## config.mk

```make
export PLATFORM = sky130hd
export DESIGN_NAME = mgfwr_fifo
export DESIGN_NICKNAME = d
export VERILOG_FILES = /design/src/multigrid_full_weighting_restrict_defines.svh /design/src/mgfwr_pkg.sv /design/src/mgfwr_fifo.sv
export SDC_FILE = /design/constraint.sdc
export NUM_CORES = 1
export LEC_CHECK = 0
export ABC_CLOCK_PERIOD_IN_PS = 4200
export BUFFER_PORTS_ARGS = -buffer_cell sky130_fd_sc_hd__buf_4
export CAP_MARGIN = 20
export CELL_PAD_IN_SITES_DETAIL_PLACEMENT = 1
export CELL_PAD_IN_SITES_GLOBAL_PLACEMENT = 1
export CORE_MARGIN = 2
export CORE_UTILIZATION = 45
export CTS_BUF_LIST = sky130_fd_sc_hd__clkbuf_4 sky130_fd_sc_hd__clkbuf_8 sky130_fd_sc_hd__clkbuf_16
export DETAILED_ROUTE_END_ITERATION = 7
export GPL_ROUTABILITY_DRIVEN = 1
export PLACE_DENSITY = 0.78
export SYNTH_ARGS = -nofsm -noshare
export SYNTH_HDL_FRONTEND = slang
export SYNTH_SLANG_ARGS = --single-unit
export TNS_END_PERCENT = 5
```

## constraint.sdc

```tcl
create_clock -name clk -period 4.2 [get_ports clk]
set_input_delay 0.42 -clock clk [delete_from_list [all_inputs] [get_ports clk]]
set_output_delay 0.42 -clock clk [all_outputs]
set_load 0.01 [all_outputs]
```

## src/multigrid_full_weighting_restrict_defines.svh

```systemverilog
// Assertion macros for the full weighting restriction block.
// Included by the top level; no other dependencies.
`ifndef MULTIGRID_FULL_WEIGHTING_RESTRICT_DEFINES_SVH
`define MULTIGRID_FULL_WEIGHTING_RESTRICT_DEFINES_SVH

// same-cycle implication
`define MGFWR_ASSERT_NOW(label, clk, rst_n, ante, cons, msg) \
	label: assert property (@(posedge clk) disable iff (!rst_n) (ante) |-> (cons)) \
		else $error(msg);

// next-cycle implication
`define MGFWR_ASSERT_NEXT(label, clk, rst_n, ante, cons, msg) \
	label: assert property (@(posedge clk) disable iff (!rst_n) (ante) |=> (cons)) \
		else $error(msg);

`endif

```

## src/mgfwr_pkg.sv

```systemverilog
// Shared types and constants for the full weighting restriction block.
// No dependencies.
package mgfwr_pkg;
	localparam int COARSE_MAX  = 64;
	localparam int SAMPLE_BITS = 32;
	localparam int CRD_W       = $clog2(COARSE_MAX);
	localparam int SIZE_W      = 7;
	localparam int POS_W       = CRD_W + 2;
	localparam int HX_W        = SAMPLE_BITS + 2;
	localparam int HY_W        = SAMPLE_BITS + 4;
	localparam int OUT_W       = SAMPLE_BITS + 6;
	localparam int ZADDR_W     = 2 * CRD_W;
	localparam int QDEPTH      = 4;
	localparam int QPTR_W      = $clog2(QDEPTH);
	localparam int CFG_IDX_W   = 2;

	localparam logic [CFG_IDX_W-1:0] REG_THREE_D = 2'd0;
	localparam logic [CFG_IDX_W-1:0] REG_NX      = 2'd1;
	localparam logic [CFG_IDX_W-1:0] REG_NY      = 2'd2;
	localparam logic [CFG_IDX_W-1:0] REG_NZ      = 2'd3;

	typedef enum logic [1:0] {
		CLS_START,
		CLS_ODD,
		CLS_END
	} pos_cls_t;

	typedef struct packed {
		logic signed [HX_W-1:0] hx;
		logic [CRD_W-1:0]       ix;
		logic [CRD_W-1:0]       iy;
		logic [CRD_W-1:0]       iz;
		pos_cls_t               ycls;
		pos_cls_t               zcls;
		logic                   last;
	} event_t;

	typedef struct packed {
		logic full;
		logic empty;
	} q_stat_t;

	function automatic logic [POS_W-1:0] pad_last(input logic [SIZE_W-1:0] n);
		logic [POS_W-1:0] eff;
		if (n == '0)
			eff = POS_W'(1);
		else if (POS_W'(n) > POS_W'(COARSE_MAX))
			eff = POS_W'(COARSE_MAX);
		else
			eff = POS_W'(n);
		return POS_W'(eff << 1);
	endfunction

	function automatic pos_cls_t classify(input logic [POS_W-1:0] p);
		if (p == '0)
			return CLS_START;
		else if (p[0])
			return CLS_ODD;
		else
			return CLS_END;
	endfunction
endpackage

```

## src/mgfwr_fifo.sv

```systemverilog
// Short event queue between the front end and the back end.
// Depends on mgfwr_pkg.
module mgfwr_fifo import mgfwr_pkg::*; (
	input  logic    clk,
	input  logic    arst_n,
	input  logic    push,
	input  event_t  din,
	input  logic    pop,
	output event_t  dout,
	output q_stat_t stat
);
	event_t            buf_q [QDEPTH];
	logic [QPTR_W-1:0] wr_q, rd_q;
	logic [QPTR_W:0]   cnt_q;

	assign dout       = buf_q[rd_q];
	assign stat.full  = (cnt_q == (QPTR_W+1)'(QDEPTH));
	assign stat.empty = (cnt_q == '0);

	always_ff @(posedge clk or negedge arst_n) begin
		if (!arst_n) begin
			wr_q  <= '0;
			rd_q  <= '0;
			cnt_q <= '0;
		end else begin
			if (push)
				wr_q <= wr_q + 1'b1;
			if (pop)
				rd_q <= rd_q + 1'b1;
			cnt_q <= cnt_q + (QPTR_W+1)'(push) - (QPTR_W+1)'(pop);
		end
	end

	always_ff @(posedge clk) begin
		if (push)
			buf_q[wr_q] <= din;
	end
endmodule

```

### Yosys cells after proc, flatten, opt, wreduce, memory -nomap -nowiden

Memories as Yosys holds them, arrays and structs flattened.
Index checks and enable logic that the tools add are counted.

| word-level totals | value |
|---|---|
| input port bits | 61 |
| latch bits | 0 |
| RAM bits | 228 |
| memories kept | 1 |
| output and inout port bits | 59 |
| bits in registers | 7 |
| ROM bits | 0 |
| logic and storage cells | 12 |

Memory list:

| name | depth | width | rd ports | clocked after memory_dff | wr ports | RTL line | source |
|---|---|---|---|---|---|---|---|
| buf_q | 4 | 57 | 1 | 0 | 1 | mgfwr_fifo.sv:12 | `event_t buf_q [QDEPTH];` |

| cells by class | value |
|---|---|
| $lt $le $gt $ge | 0 |
| multipliers | 0 |
| add/subtract/negate cells | 4 |
| shift operators | 0 |
| mux-type cells | 2 |
| equal/unequal tests | 1 |
| reductions and logical operators | 1 |
| divide/modulo/power cells | 0 |
| bitwise operators | 0 |

Operator list:

| cell | count |
|---|---|
| adder 2 x 1 -> 2 bit (second input constant) | 2 |
| adder 3 x 1 -> 3 bit | 1 |
| == test 3 bit (second input constant) | 1 |
| zero test 3 bit | 1 |
| subtractor 3 x 1 -> 3 bit | 1 |
| two-way mux 1 bit | 2 |

### Longest topological paths before layout

| logic depth | value |
|---|---|
| word-level depth | 2 |
| mapped depth | 6 |
| mapped depth without buffers | 6 |

### Worst setup path after synthesis

OpenSTA, ideal clock, no wires.

| timing | value |
|---|---|
| kind | register to register |
| start | reg wr_q[0] |
| end | mem buf_q[0][0] (netlist name) (enable) |
| cell stages (with the launch flop) | 4 |
| period minus slack after synthesis | 2.390 ns |
| data required time | 3.779 ns |
| arrival | 1.969 ns |
| setup slack | 1.810 ns |
| buffers on the path | 0 |
| setup time | 0.421 ns |
| path through | dfrtp_1 inv_1 ha_1 and2_1 |

RTL lines:

| what | RTL line | source |
|---|---|---|
| from (decl) | mgfwr_fifo.sv:13 | `logic [QPTR_W-1:0] wr_q, rd_q;` |
| from (signal assigned) | mgfwr_fifo.sv:27 | `wr_q <= wr_q + 1'b1;` |
| to (decl) | mgfwr_fifo.sv:12 |  |

Straight into the memory's write port.

==> run metrics <==
GRT overflow=0; min Tclk post-route=between 2000 and 3000 ps; NetSw=0.00206 W; met2 WL=8480 um; unrepaired setup endpoints after global routing=false; Initial Utilization=45.9%; commonest non-fill, non-tap cell in the layout=edfxtp_1; CTS tree=built; Required @ worst endpoint=3780 ps; Worst EP arrival=~2500 ps; Async SR Flop Fraction=2.98%; pin count of the biggest net entering global routing=58; PwrDens=708 nW/um^2; CTS root buf=clkbuf_16; routability cong.=0.706; row cnt=50; Lkg Pwr=3.65 nW; Worst Tran Pin Value=987 ps; Worst R2R Start=wr_q[0]; CP delay by family, top=flip-flops; CTS Buffer Depth=3; post-synthesis register bit count=between 200 and 250; Slew Viols, Final=0; die extent in x=142 um; number of port buffers=119; Worst Setup SP=rd_q[1]; most frequent cells in the layout=228 x edfxtp_1, 122 x buf_4, 57 x mux4_2, 25 x clkbuf_16, 11 x clkbuf_4; proportion of synthesized chip area in sequential cells=about four fifths; routed via count=3871; Pre-antenna DRT Iters=4; Worst path slowest cell=dfrtp_2; Syn-to-layout area delta=22.0%; final setup fails=0; Cell variety after synth=18; Die H=about 140 um; DRC Markers=0; worst-case vdd ir drop=450 uV; Max FO, Critical Path=36; Post-Syn Instances=approximately 330; first-pass GRT wire length=24900 um; clock slew at the register clock pins of the worst setup and hold paths=~60 ps; number of H-tree levels=1; number of global-route vias before repair=4361; fin crit share=roughly 69%; number of I/O pins=120; Clk Latency, worst-skew pair=500 ps; setup repair bufs after CTS=0; Comb pwr share=29.3%; Sw Share=between 20 and 30%; Hold Fails Final Rpt=0; Worst slew margin=34.2%; top_reg_cell synth=edfxtp_1; Mapped Area=between 8000 and 9000 sq um; final instance area=10500 sq um; worst path bufs/invs=2; hold path start=din[26]; CTS sink cnt=235; worst min-delay path class=primary input to flip-flop; sequence of cells on the critical path=buf_4 -> mux4_2 -> buf_4; setup_tns=0 ps; Core ar.=between 15000 and 20000 sq um; post-DP HPWL=9200 um; Post-synth EDFFs=228; Antenna Nets Post-Route=0; CP Class=flip-flop to output port; most used cell, CP=buf_4; drt wl/cell=roughly 23 um; syn_area_per_cell=26.0 sq um; fmax=344 MHz; share of cells above drive strength 1=46.1%; Synth warnings=0; Worst Setup Start Kind=flip-flop; final wirelength=~16000 um; Setup crit end kind=output port; internal power=0.00538 W; placed cell area=9740 sq um; Final Net Count=around 540; Clk pwr share=26.4%; Max Cap Violations=0; Reg power frac=44.3%; highest metal used=met4; Syn Nets=400; Num CTS Buffers=24; Initial DRC Count=255; outcome=completed; wire length on met1=about 6600 um; met3 WL=922 um; clock skew=4.75 ps; DR vias/cell=5.37; Gates resized, CTS repair=0; full die area=20300 sq um; max incr delay on CP=a little over 1000 ps; Overall Global Routing Usage=16.4%; initial antenna violation count=1
## metal layers
metal / global-route usage (%) / up-vias
met1: 21.1 / 2053
met4: 3.91 / 0
met3: 3.63 / 28
met5: 0 / -
li1: - / 1682
met2: 28.7 / 108
## cells by family (layout without fill, tap and decap cells)
kind of cell	count (synthesis)	count (layout)	synth area share [%]
fa+ha+maj	7	7	1.10
xor+xnor	5	5	0.508
flops	235	235	81.4
simple gates	8	8	0.508
compound gates	1	1	0.0580
other cells	0	1	0
buf+inv	19	173	1.51
mux	57	57	14.9
## power groups by stage
stage / Sequential (W) / Combinational (W) / Clock (W)
6_report: 0.00330 / 0.00218 / 0.00197
3_3_place_gp: 0.00344 / 0.00201 / 0
4_1_cts: 0.00344 / 0.00209 / 0.00201
5_1_grt: 0.00335 / 0.00235 / 0.00211
3_5_place_dp: 0.00348 / 0.00207 / 0
2_1_floorplan: 0.00321 / 0.00140 / 0
## final cells by class
cell class	count	area, sq um
diodes	1	2.50
repair buffers	124	953
clock buffers	36	708
inverters	6	22.5
well taps	234	293
multi-input cells	78	1480
fillers	1602	8250
clock inverters	7	28.8
flip-flops and latches	235	7030
## synthesized netlist by cell type, drive strengths merged (2+ instances only)
master  instances  share of area [%]
ha              6               0.87
dfrtp           7                2.0
nand2           2              0.087
xor2            3               0.30
edfxtp        228                 79
buf            13                1.2
and2            4               0.29
xnor2           2               0.20
inv             6               0.26
mux4           57                 15
## sequential cells by signal, indices dropped and copies added (netlist names)
signal  cells
wr_q        2
rd_q        2
cnt_q       3
buf_q     228
## per-stage QoR
step	util, %	setup WS, ps	total power (W)	instances	hold slack (ps)
final	56.0	1290	0.00745	721	115
after detailed placement	51.9	1480	0.00555	675	239
after CTS	55.9	922	0.00754	719	96.7
after floorplan	-	1810	0.00461	332	124
after global placement	51.9	1540	0.00546	675	234
after global routing	56.0	1170	0.00781	720	101
## path summary, 6_finish.rpt
check	to	slack (ps)	cells after the start
min in group asynchronous	wr_q[1]	270	2
worst min register to register	wr_q[0]	590	1
worst max-delay path	dout[37]	1290	3
max in group asynchronous	rd_q[0]	3790	2
worst max register to register	buf_q[2][50]	2360	3
worst min-delay path	buf_q[1][26]	110	1
## what timing repair did
item	CTS	global route
endpoints found under the setup margin	0	0
endpoints found under the hold margin	7	0
hold buffers	1	0
Note: power is estimated with default switching activity, not from simulation.
