### config.mk
export PLATFORM = sky130hd
export DESIGN_NAME = mgfwr_front
export DESIGN_NICKNAME = d
export VERILOG_FILES = /design/src/multigrid_full_weighting_restrict_defines.svh /design/src/mgfwr_pkg.sv /design/src/mgfwr_front.sv
export SDC_FILE = /design/constraint.sdc
export NUM_CORES = 1
export LEC_CHECK = 0
export ABC_AREA = 1
export BUFFER_PORTS_ARGS = -buffer_cell sky130_fd_sc_hd__buf_2
export CORE_ASPECT_RATIO = 1.5
export CORE_MARGIN = 4
export CORE_UTILIZATION = 35
export CTS_BUF_LIST = sky130_fd_sc_hd__clkbuf_4 sky130_fd_sc_hd__clkbuf_8
export CTS_CLUSTER_DIAMETER = 120
export CTS_CLUSTER_SIZE = 14
export DETAILED_ROUTE_END_ITERATION = 8
export PLACE_DENSITY = 0.49
export SYNTH_ARGS = -nofsm -noshare
export SYNTH_HDL_FRONTEND = slang
export SYNTH_SLANG_ARGS = --single-unit
### constraint.sdc
create_clock -name clk -period 3.65 [get_ports clk]
set_input_delay 0.5475 -clock clk [delete_from_list [all_inputs] [get_ports clk]]
set_output_delay 0.5475 -clock clk [all_outputs]
set_load 0.005 [all_outputs]
### src/multigrid_full_weighting_restrict_defines.svh
// Assertion macros for the full weighting restriction block.
// Included by the top level; no other dependencies.
`ifndef MULTIGRID_FULL_WEIGHTING_RESTRICT_DEFINES_SVH
`define MULTIGRID_FULL_WEIGHTING_RESTRICT_DEFINES_SVH

// same-cycle implication
`define MGFWR_ASSERT_NOW(label, clk, rst_n, ante, cons, msg) \
	label: assert property (@(posedge clk) disable iff (!rst_n) (ante) |-> (cons)) \
		else $error(msg);

// next-cycle implication
`define MGFWR_ASSERT_NEXT(label, clk, rst_n, ante, cons, msg) \
	label: assert property (@(posedge clk) disable iff (!rst_n) (ante) |=> (cons)) \
		else $error(msg);

`endif

### src/mgfwr_pkg.sv
// Shared types and constants for the full weighting restriction block.
// No dependencies.
package mgfwr_pkg;
	localparam int COARSE_MAX  = 64;
	localparam int SAMPLE_BITS = 32;
	localparam int CRD_W       = $clog2(COARSE_MAX);
	localparam int SIZE_W      = 7;
	localparam int POS_W       = CRD_W + 2;
	localparam int HX_W        = SAMPLE_BITS + 2;
	localparam int HY_W        = SAMPLE_BITS + 4;
	localparam int OUT_W       = SAMPLE_BITS + 6;
	localparam int ZADDR_W     = 2 * CRD_W;
	localparam int QDEPTH      = 4;
	localparam int QPTR_W      = $clog2(QDEPTH);
	localparam int CFG_IDX_W   = 2;

	localparam logic [CFG_IDX_W-1:0] REG_THREE_D = 2'd0;
	localparam logic [CFG_IDX_W-1:0] REG_NX      = 2'd1;
	localparam logic [CFG_IDX_W-1:0] REG_NY      = 2'd2;
	localparam logic [CFG_IDX_W-1:0] REG_NZ      = 2'd3;

	typedef enum logic [1:0] {
		CLS_START,
		CLS_ODD,
		CLS_END
	} pos_cls_t;

	typedef struct packed {
		logic signed [HX_W-1:0] hx;
		logic [CRD_W-1:0]       ix;
		logic [CRD_W-1:0]       iy;
		logic [CRD_W-1:0]       iz;
		pos_cls_t               ycls;
		pos_cls_t               zcls;
		logic                   last;
	} event_t;

	typedef struct packed {
		logic full;
		logic empty;
	} q_stat_t;

	function automatic logic [POS_W-1:0] pad_last(input logic [SIZE_W-1:0] n);
		logic [POS_W-1:0] eff;
		if (n == '0)
			eff = POS_W'(1);
		else if (POS_W'(n) > POS_W'(COARSE_MAX))
			eff = POS_W'(COARSE_MAX);
		else
			eff = POS_W'(n);
		return POS_W'(eff << 1);
	endfunction

	function automatic pos_cls_t classify(input logic [POS_W-1:0] p);
		if (p == '0)
			return CLS_START;
		else if (p[0])
			return CLS_ODD;
		else
			return CLS_END;
	endfunction
endpackage

### src/mgfwr_front.sv
// Front end: configuration registers, raster position, x filter, event push.
// Depends on mgfwr_pkg.
module mgfwr_front import mgfwr_pkg::*; (
	input  logic                          clk,
	input  logic                          arst_n,
	input  logic                          cfg_we,
	input  logic [CFG_IDX_W-1:0]          cfg_index,
	input  logic [SIZE_W-1:0]             cfg_data,
	input  logic                          accept,
	input  logic signed [SAMPLE_BITS-1:0] sample,
	output logic                          three_d,
	output logic                          push,
	output event_t                        ev
);
	logic                          three_d_q;
	logic [SIZE_W-1:0]             nx_q, ny_q, nz_q;
	logic [POS_W-1:0]              px_q, py_q, pz_q;
	logic signed [SAMPLE_BITS-1:0] v1_q, v2_q;
	logic [POS_W-1:0]              pxl, pyl, pzl;
	logic [POS_W-2:0]              hpx, hpy, hpz;
	logic                          last;

	assign pxl = pad_last(nx_q);
	assign pyl = pad_last(ny_q);
	assign pzl = three_d_q ? pad_last(nz_q) : '0;
	assign last = (px_q == pxl) && (py_q == pyl) && (pz_q == pzl);

	assign hpx = px_q[POS_W-1:1] - 1'b1;
	assign hpy = py_q[POS_W-1:1] - 1'b1;
	assign hpz = pz_q[POS_W-1:1] - 1'b1;

	always_comb begin
		ev.hx   = HX_W'(v2_q) + (HX_W'(v1_q) <<< 1) + HX_W'(sample);
		ev.ix   = hpx[CRD_W-1:0];
		ev.iy   = hpy[CRD_W-1:0];
		ev.iz   = three_d_q ? hpz[CRD_W-1:0] : '0;
		ev.ycls = classify(py_q);
		ev.zcls = classify(pz_q);
		ev.last = last;
	end

	assign push    = accept && (px_q >= POS_W'(2)) && !px_q[0];
	assign three_d = three_d_q;

	always_ff @(posedge clk or negedge arst_n) begin
		if (!arst_n) begin
			three_d_q <= 1'b0;
			nx_q      <= SIZE_W'(COARSE_MAX);
			ny_q      <= SIZE_W'(COARSE_MAX);
			nz_q      <= SIZE_W'(COARSE_MAX);
			px_q      <= '0;
			py_q      <= '0;
			pz_q      <= '0;
		end else if (cfg_we) begin
			unique case (cfg_index)
				REG_THREE_D: three_d_q <= cfg_data[0];
				REG_NX:      nx_q <= cfg_data;
				REG_NY:      ny_q <= cfg_data;
				REG_NZ:      nz_q <= cfg_data;
				default:     three_d_q <= three_d_q;
			endcase
			px_q <= '0;
			py_q <= '0;
			pz_q <= '0;
		end else if (accept) begin
			priority if (last) begin
				px_q <= '0;
				py_q <= '0;
				pz_q <= '0;
			end else if (px_q < pxl) begin
				px_q <= px_q + 1'b1;
			end else if (py_q < pyl) begin
				px_q <= '0;
				py_q <= py_q + 1'b1;
			end else begin
				px_q <= '0;
				py_q <= '0;
				pz_q <= pz_q + 1'b1;
			end
		end
	end

	always_ff @(posedge clk) begin
		if (accept) begin
			v1_q <= sample;
			v2_q <= v1_q;
		end
	end
endmodule

Word level (Yosys, flattened, before mapping)
Index checks and enable logic that the tools add are counted.
{"block": "totals", "regBits": 110, "latch_bits": 0, "ram_bits": 0, "rom_bits": 0, "inputBits": 45, "output_inout_bits": 59, "elab_cells": 75, "mem_count": 0}
{"block": "op_classes", "addsub": 8, "mul": 0, "n_div": 0, "n_lt_le_gt_ge": 6, "n_eq_ne": 8, "n_shift": 0, "muxes": 26, "bitwise": 0, "n_reduce_logical": 18}
{"cell": "$mux W8", "n": 15}
{"cell": "$mux W7", "n": 6}
{"cell": "$add A32 B33 Y34", "n": 1}
{"cell": "$add A34 B32 Y34", "n": 1}
{"cell": "$add A8 B1 Y8 const B", "n": 3}
{"cell": "$eq A8 B8 Y1", "n": 3}
{"cell": "$gt A7 B7 Y1 const B", "n": 3}
{"cell": "$logic_not A7 Y1", "n": 3}
{"cell": "$sub A6 B1 Y6 const B", "n": 3}
{"cell": "$logic_not A8 Y1", "n": 2}
{"cell": "$lt A8 B8 Y1", "n": 2}
{"cell": "$reduce_and A2 Y1", "n": 5}
{"cell": "$ge A8 B2 Y1 const B", "n": 1}
{"cell": "$mux W2", "n": 4}
{"cell": "$mux W6", "n": 1}
{"cell": "$ne A3 B3 Y1 const B", "n": 2}
{"cell": "$eq A2 B2 Y1 const B", "n": 2}
{"cell": "$logic_and A1 B1 Y1", "n": 4}
{"cell": "$reduce_and A3 Y1", "n": 1}
{"cell": "$eq A2 B1 Y1 const B", "n": 1}
{"cell": "$logic_not A2 Y1", "n": 1}
{"cell": "$reduce_bool A2 Y1", "n": 1}
{"cell": "$logic_not A1 Y1", "n": 1}

Logic depth before layout (Yosys ltp)
Gate-level depths: netlist of run 1.
{"block": "depth", "word_depth": 9, "mapped_depth": 18}

Worst setup path after synthesis of run 1
Ideal clock, no wire load.
{"block": "synth_timing", "path_kind": "input-to-output", "start": "in sample[1]", "end": "out ev[56] (netlist name)", "arrival_time_ns": 2.575, "setup_slack_ns": 0.528, "cell_stages": 12, "path_cell_list": "inv_1 > fa_1 > inv_1 > ha_1 > fa_1 > a21oi_1 > o21bai_1 > a21o_1 > nand2_1 > nand2_1 > nand2_1 > nand2_1"}
{"element": "from (decl)", "line": "mgfwr_front.sv:10", "rtl": "input logic signed [SAMPLE_BITS-1:0] sample,"}
{"element": "to (decl)", "line": "mgfwr_front.sv:13", "rtl": "output event_t ev"}

==> impl_results.md, run 1 <==
- Outcome: completed
- Utilization after layout: 42.3%
- Sequential fraction of the synthesis area: 39.8%
- Final Cycle Share: 96.1%
- Post-Syn Instances: 882
- DR DRC count: 0
- Share of cells above drive strength 1: 20.4%
- Max_slew headroom: approximately a third
- Die area: ~25000 um2
- GRT Total Usage: 17.8%
- Main synth FF type: edfxtp_1
- Mapped Area: approximately 7700 um2
- Number of synthesized flops with an enable pin: 64
- DR vias/cell: 5.04
- Post-Syn Area per Cell: 8.77 um2
- CP endpoint kind: output pin
- Endpoints failing hold: 0
- CTS Root Cell: clkbuf_8
- HPWL after DPL: 17.7 mm
- First-pass GRT wire length: approximately 34 mm
- Crit start category: register
- Antenna violations before repair: 0
- Clock skew: approximately 0.02 ns
- Syn_nets: 1019
- Gr ovfl total: 0
- Critical path class: reg2out
- Reg2reg start: ny_q[2]
- CP startpoint: v1_q[23]
- Initial Utilization: approximately 36%
- # IOs: 104
- Max FO, Critical Path: 5
- N_diodes: 0
- I/O Buffers: approximately 100
- Final GP Congestion: between 0.9 and 1
- YS warnings: 0
- Hold Crit Class: in2async
- First-pass iteration count of the detailed router: 4
- # rows: 66
- H-Tree Depth: 3
- TritonCTS clock tree: done
- Worst-path clk slew: 0.12 ns
- Fmax: 285 MHz
- CTS sink count: 110
- Detailed-route via count: ~6400
- Pins Over Slew Limit: 0
- Routed WL: around 22 mm
- Crit path DAT: 2.96 ns
- Vias in the first global route: around 6700
- Fraction of synthesis flops using an asynchronous set or reset pin: 41.8%
- Area grow syn2layout: 18.8%
- Synth cell types: 41
- Max-Cap Viols: 0
- Die Wd: 129 um
- Die Ht: roughly 190 um
- Worst Path Required: 3.10 ns
- Final-stage net count: 1138
- Worst Max-Slew Pin Slew: 0.979 ns
- Worst vdd ir: 0.270 mV
- Worst Slack Setup Final: between 0.1 and 0.15 ns
- # setup viols final: 0
- Pre-CTS setup slack: 0.0577 ns
- Iteration-0 DRC count of the detailed router: roughly 260
- Min cycle time layout: 3.51 ns
- Antenna Violating Nets Remaining: 0
- Pwr Density: 518 nW/um2
- Wire per inst: 17.0 um
- Register-to-Register Setup Slack: approximately 0.7 ns
- Clk_lat worst skew: around 0.40 ns
- Static Leak: 0.00410 uW
- CTS Buf Count: 9
- Synth Register Bits: 110
- CTS Buffer Depth: 2
- Largest net degree at the start of global routing: 40
- Core Area: 21700 um2
[Yosys cell counts, drive strengths merged (6+ instances only)]
cell	instances	area share, %
fa	33	8.5
xnor2	11	1.2
inv	83	4.0
buf	6	0.61
clkbuf	9	0.44
a21oi	52	3.4
dfrtp	43	14
nand3	55	3.7
nor2	81	4.1
o21ai	66	4.3
xor2	39	4.5
edfxtp	64	25
nand2	206	10
nor3	21	1.4
ha	59	9.5
nand4	15	1.2
nor4	9	0.73
[report_power, final]
part | internal, uW | leakage, uW | switching, uW | total (uW)
Combinational | 981 | 0.00277 | 1360 | 2340
Sequential | 1450 | 0.00122 | 162 | 1620
Clock | 334 | 0.000106 | 465 | 799
[critical path: stages, from the launching register on]
cell and delay, ns:
edfxtp_1 0.44, fa_1 0.47, ha_1 0.44, nand2_1 0.14, nor2_1 0.12, inv_1 0.08
nor4_1 0.29, nand4_1 0.22, nand2_1 0.10, nand2_1 0.05, nand2_1 0.08, buf_2 0.12
[layer usage]
metal | wire [um] | up-vias | track usage [%]
met5 | 0 | - | 0
met4 | 641 | 0 | 6.14
met3 | 815 | 42 | 2.95
met2 | 12300 | 134 | 35.3
met1 | 8020 | 3049 | 18.2
li1 | - | 3215 | -
[final cells by class]
class                      instances  area (um2)
clock buffer                      10         131
sequential                       110        3080
tap                              272         340
fill                            2226       12500
inverter                          84         315
clock inverter                     6        68.8
timing repair buffer             123         666
multi-input combinational        673        4590
[flip-flops by register name, summed over array words and instances, names as in the netlist]
register  cells
three_d       1
nz_q          7
ny_q          7
pz_q          8
v2_q         32
v1_q         32
py_q          8
nx_q          7
px_q          8
[final timing paths]
kind / endpoint / depth (start not counted)
max in group asynchronous: pz_q[6] / 2
min reg2reg: v2_q[0] / 0
min in group clk: v1_q[1] / 1
min: py_q[6] / 1
max reg2reg: pz_q[6] / 14
max: ev[55] / 11
[metrics by stage]
step | cells | hold slack (ns) | area, um2 | setup TNS, ns | power, uW
floorplan | 882 | 0.252 | 7730 | 0 | 2920
global placement | 1255 | 0.437 | 8610 | 0 | 3800
detailed placement | 1255 | 0.454 | 8610 | 0 | 3810
CTS | 1272 | 0.306 | 8870 | 0 | 4660
global route | 1278 | 0.321 | 9190 | -0.0496 | 5170
finish | 1278 | 0.294 | 9190 | 0 | 4750
[placed cells by master, fill, tap and decap left out, types with 36 or more instances in the layout]
master    netlist  final
xor2_1         38     36
nand2_1       204    199
edfxtp_1       64     64
a21oi_1        52     42
dfrtp_1        43     43
nor2_1         79     75
ha_1           59     40
inv_1          82     82
buf_2           2    103
o21ai_0        65     55
nand3_1        53     52
[logic make-up after synthesis]
logic type | after synthesis | synth area share, %
AO/OA/AOI/OAI | 137 | 9.43
AND/OR/NAND/NOR | 394 | 21.8
flip-flops | 110 | 39.8
adder cells (fa/ha/maj) | 92 | 18.1
XOR/XNOR | 50 | 5.76
buffers and inverters | 99 | 5.13
[timing repair]
action / in CTS / in global routing
hold buffers: 0 / 0
gates resized for setup: 10 / 55
gates cloned: 0 / 0
pin swaps: 0 / 9
endpoints found under the setup margin: 11 / 18
buffers inserted: 1 / 6
Power figures use the tool's default switching activity.
==> run 2: changes to the inputs <==
Settings changed: CORE_MARGIN 4 to 3, CTS_CLUSTER_DIAMETER 120 to unset, MAX_ROUTING_LAYER set to met4.
==> impl_results.md, run 2 (synthesized netlist as in run 1, its figures left out) <==
- Worst Path Required: 3.10 ns (about the same)
- Area grow syn2layout: 18.8% (about the same)
- Commonest non-fill, non-tap cell in the layout: nand2_1
- Hold Crit Class: in2async
- Die Ht: 188 um (-1.1%)
- Crit path DAT: 2.95 ns (about the same)
- Final GP Congestion: 0.886 (-4.9%)
- Max FO, Critical Path: 4 (-1)
- Gr ovfl total: 0 (unchanged)
- Iteration-0 DRC count of the detailed router: 330 (+25%)
- Top sig layer: met4
- Pins Over Slew Limit: 0 (unchanged)
- Outcome: completed
- First-pass GRT wire length: 34.6 mm (+1.5%)
- Critical path class: reg2out
- Vias in the first global route: 6706 (-0.19%)
- Crit Reg-Reg Endpoint: pz_q[7]
- Reg2Reg Depth: 14 (unchanged)
- Fin area: 9190 um2 (about the same)
- # rows: 66 (unchanged)
- DR vias/cell: 5.06 (+0.34%)
- Hold_ws: 0.260 ns (-0.0345 ns)
- Top Registers: v1_q (32), v2_q (32)
- Area of the multi-input gates: 4580 um2 (-0.22%)
- Area occupied by registers: 3080 um2 (unchanged)
- Final Non-Filler Cells: 1279 (+0.078%)
- H-Tree Depth: 3 (unchanged)
- Routed WL: 21.8 mm (+0.35%)
- Endpoints failing hold: 0 (unchanged)
- Critical-path cell list: fa_1 > ha_1 > a21oi_1 > o21ai_1 > o21bai_1 > a21o_1 > buf_4 > xor2_1 > buf_2
- Pre-CTS setup slack: 0.121 ns (+0.0633 ns)
- CP peak stage delay: 0.48 ns (about the same)
- Min cycle time layout: 3.50 ns (-0.00518 ns)
- CTS Buf Count: 9 (unchanged)
- Pwr Density: 524 nW/um2 (+1.3%)
- Die Wd: 127 um (-1.5%)
- I/O Buffers: 103 (unchanged)
- Worst vdd ir: 0.192 mV (-29%)
- Cells after DPL: 1254 (-0.080%)
- CP startpoint: v1_q[15]
- Cts hold-fix bufs: 0 (unchanged)
- Total length of routed met2 wires: 12.2 mm (-0.29%)
- Fmax: 286 MHz (+0.15%)
- GRT Total Usage: 19.0% (+1.2 points)
- Register-to-Register Setup Slack: 0.68 ns (-0.04 ns)
- Most frequent cells in the layout: nand2_1, buf_2, inv_1, nor2_1, edfxtp_1
- Worst-path clk slew: 0.12 ns (about the same)
- Wire per inst: 17.0 um (+0.27%)
- TritonCTS clock tree: done
- WL met3: 802 um (-1.6%)
- Final Cycle Share: 95.9% (-0.14 points)
- Worst Slack Setup Final: 0.149 ns (+0.00518 ns)
- Max-Cap Viols: 0 (unchanged)
- CTS sink count: 110 (unchanged)
- CP endpoint kind: output pin
- Final-stage net count: 1137 (-0.088%)
- Placed inst area: 8600 um2 (about the same)
- Static Leak: 0.00410 uW (about the same)
- Final-layout fill cell count: 2255 (+1.3%)
- RSZ-0062 raised after global routing: yes
- Share of cells above drive strength 1: 19.8% (-0.58 points)
- DR DRC count: 0 (unchanged)
- Clk_lat worst skew: 0.41 ns (about the same)
- Slowest cell on crit path: fa_1
- Initial Utilization: 35.6% (unchanged)
- Largest net degree at the start of global routing: 47 (+18%)
- Detailed-route via count: 6467 (+0.42%)
- Max_slew headroom: 40.0% (+5.3 points)
- CTS Buffer Depth: 2 (unchanged)
- Worst Max-Slew Pin Slew: 0.900 ns (-0.0791 ns)
- Crit start category: register
- CTS Root Cell: clkbuf_8
- Die area: 24000 um2 (-2.6%)
- HPWL after DPL: 17.5 mm (-1.1%)
- Antenna violations before repair: 2 (+2)
- Core Area: 21700 um2 (unchanged)
- First-pass iteration count of the detailed router: 4 (unchanged)
- # IOs: 104 (unchanged)
- Reg2reg start: ny_q[2]
- Antenna Violating Nets Remaining: 0 (unchanged)
- DRT met1 WL: 8.17 mm (+1.9%)
- # setup viols final: 0 (unchanged)
- Clock skew: 0.0170 ns (-0.00343 ns)
## run 2: worst max-delay path by stage
stage / endpoint / slack [ns]
floorplan: ev[56] / 0.53
global route: ev[54] / -0.04
global placement: ev[53] / 0.08
finish: ev[40] / 0.15
detailed placement: ev[49] / 0.12
CTS: ev[44] / 0.002
## run 2: layout make-up
class	instances	share of cell area [%]
tap	272	3.70
timing repair buffer	122	7.16
multi-input combinational	673	49.8
sequential	110	33.5
antenna	2	0.0545
clock buffer	9	1.35
inverter	84	3.43
clock inverter	7	1.02
## run 2: layer usage
| metal | up-vias | GRT usage [%] |
|---|---|---|
| li1 | 3207 | - |
| met1 | 3081 | 19.4 |
| met2 | 135 | 36.2 |
| met3 | 44 | 3.11 |
| met4 | 0 | 6.28 |
| met5 | - | - |
## run 2: metrics by stage
stage          setup TNS (ns)  total power, uW  utilization [%]
2_1_floorplan               0             2920                -
3_3_place_gp                0             3800             39.6
3_5_place_dp                0             3810             39.6
4_1_cts                     0             4730             40.9
5_1_grt               -0.0683             5240             42.3
6_report                    0             4820             42.3
## run 2: worst max-delay path: cells and delay by family, from the launching register on
| kind | cells | cell delay [ns] |
|---|---|---|
| DFF | 1 | 0.44 |
| xor gates and xnor gates | 1 | 0.14 |
| buffers and inverters | 2 | 0.29 |
| adders and majority gates | 2 | 0.85 |
| AOI/OAI and AO/OA | 4 | 0.83 |
## run 2: what timing repair did
item	4_1_cts	5_1_grt
gates resized for setup	11	57
pin swaps	0	12
buffers inserted	0	7
setup endpoints to repair	12	17
## run 2: report_power, final
group	internal [uW]	leakage [uW]	total [uW]	switching [uW]
Sequential	1450	0.00122	1620	161
Combinational	990	0.00277	2350	1360
Clock	389	0.000109	858	469
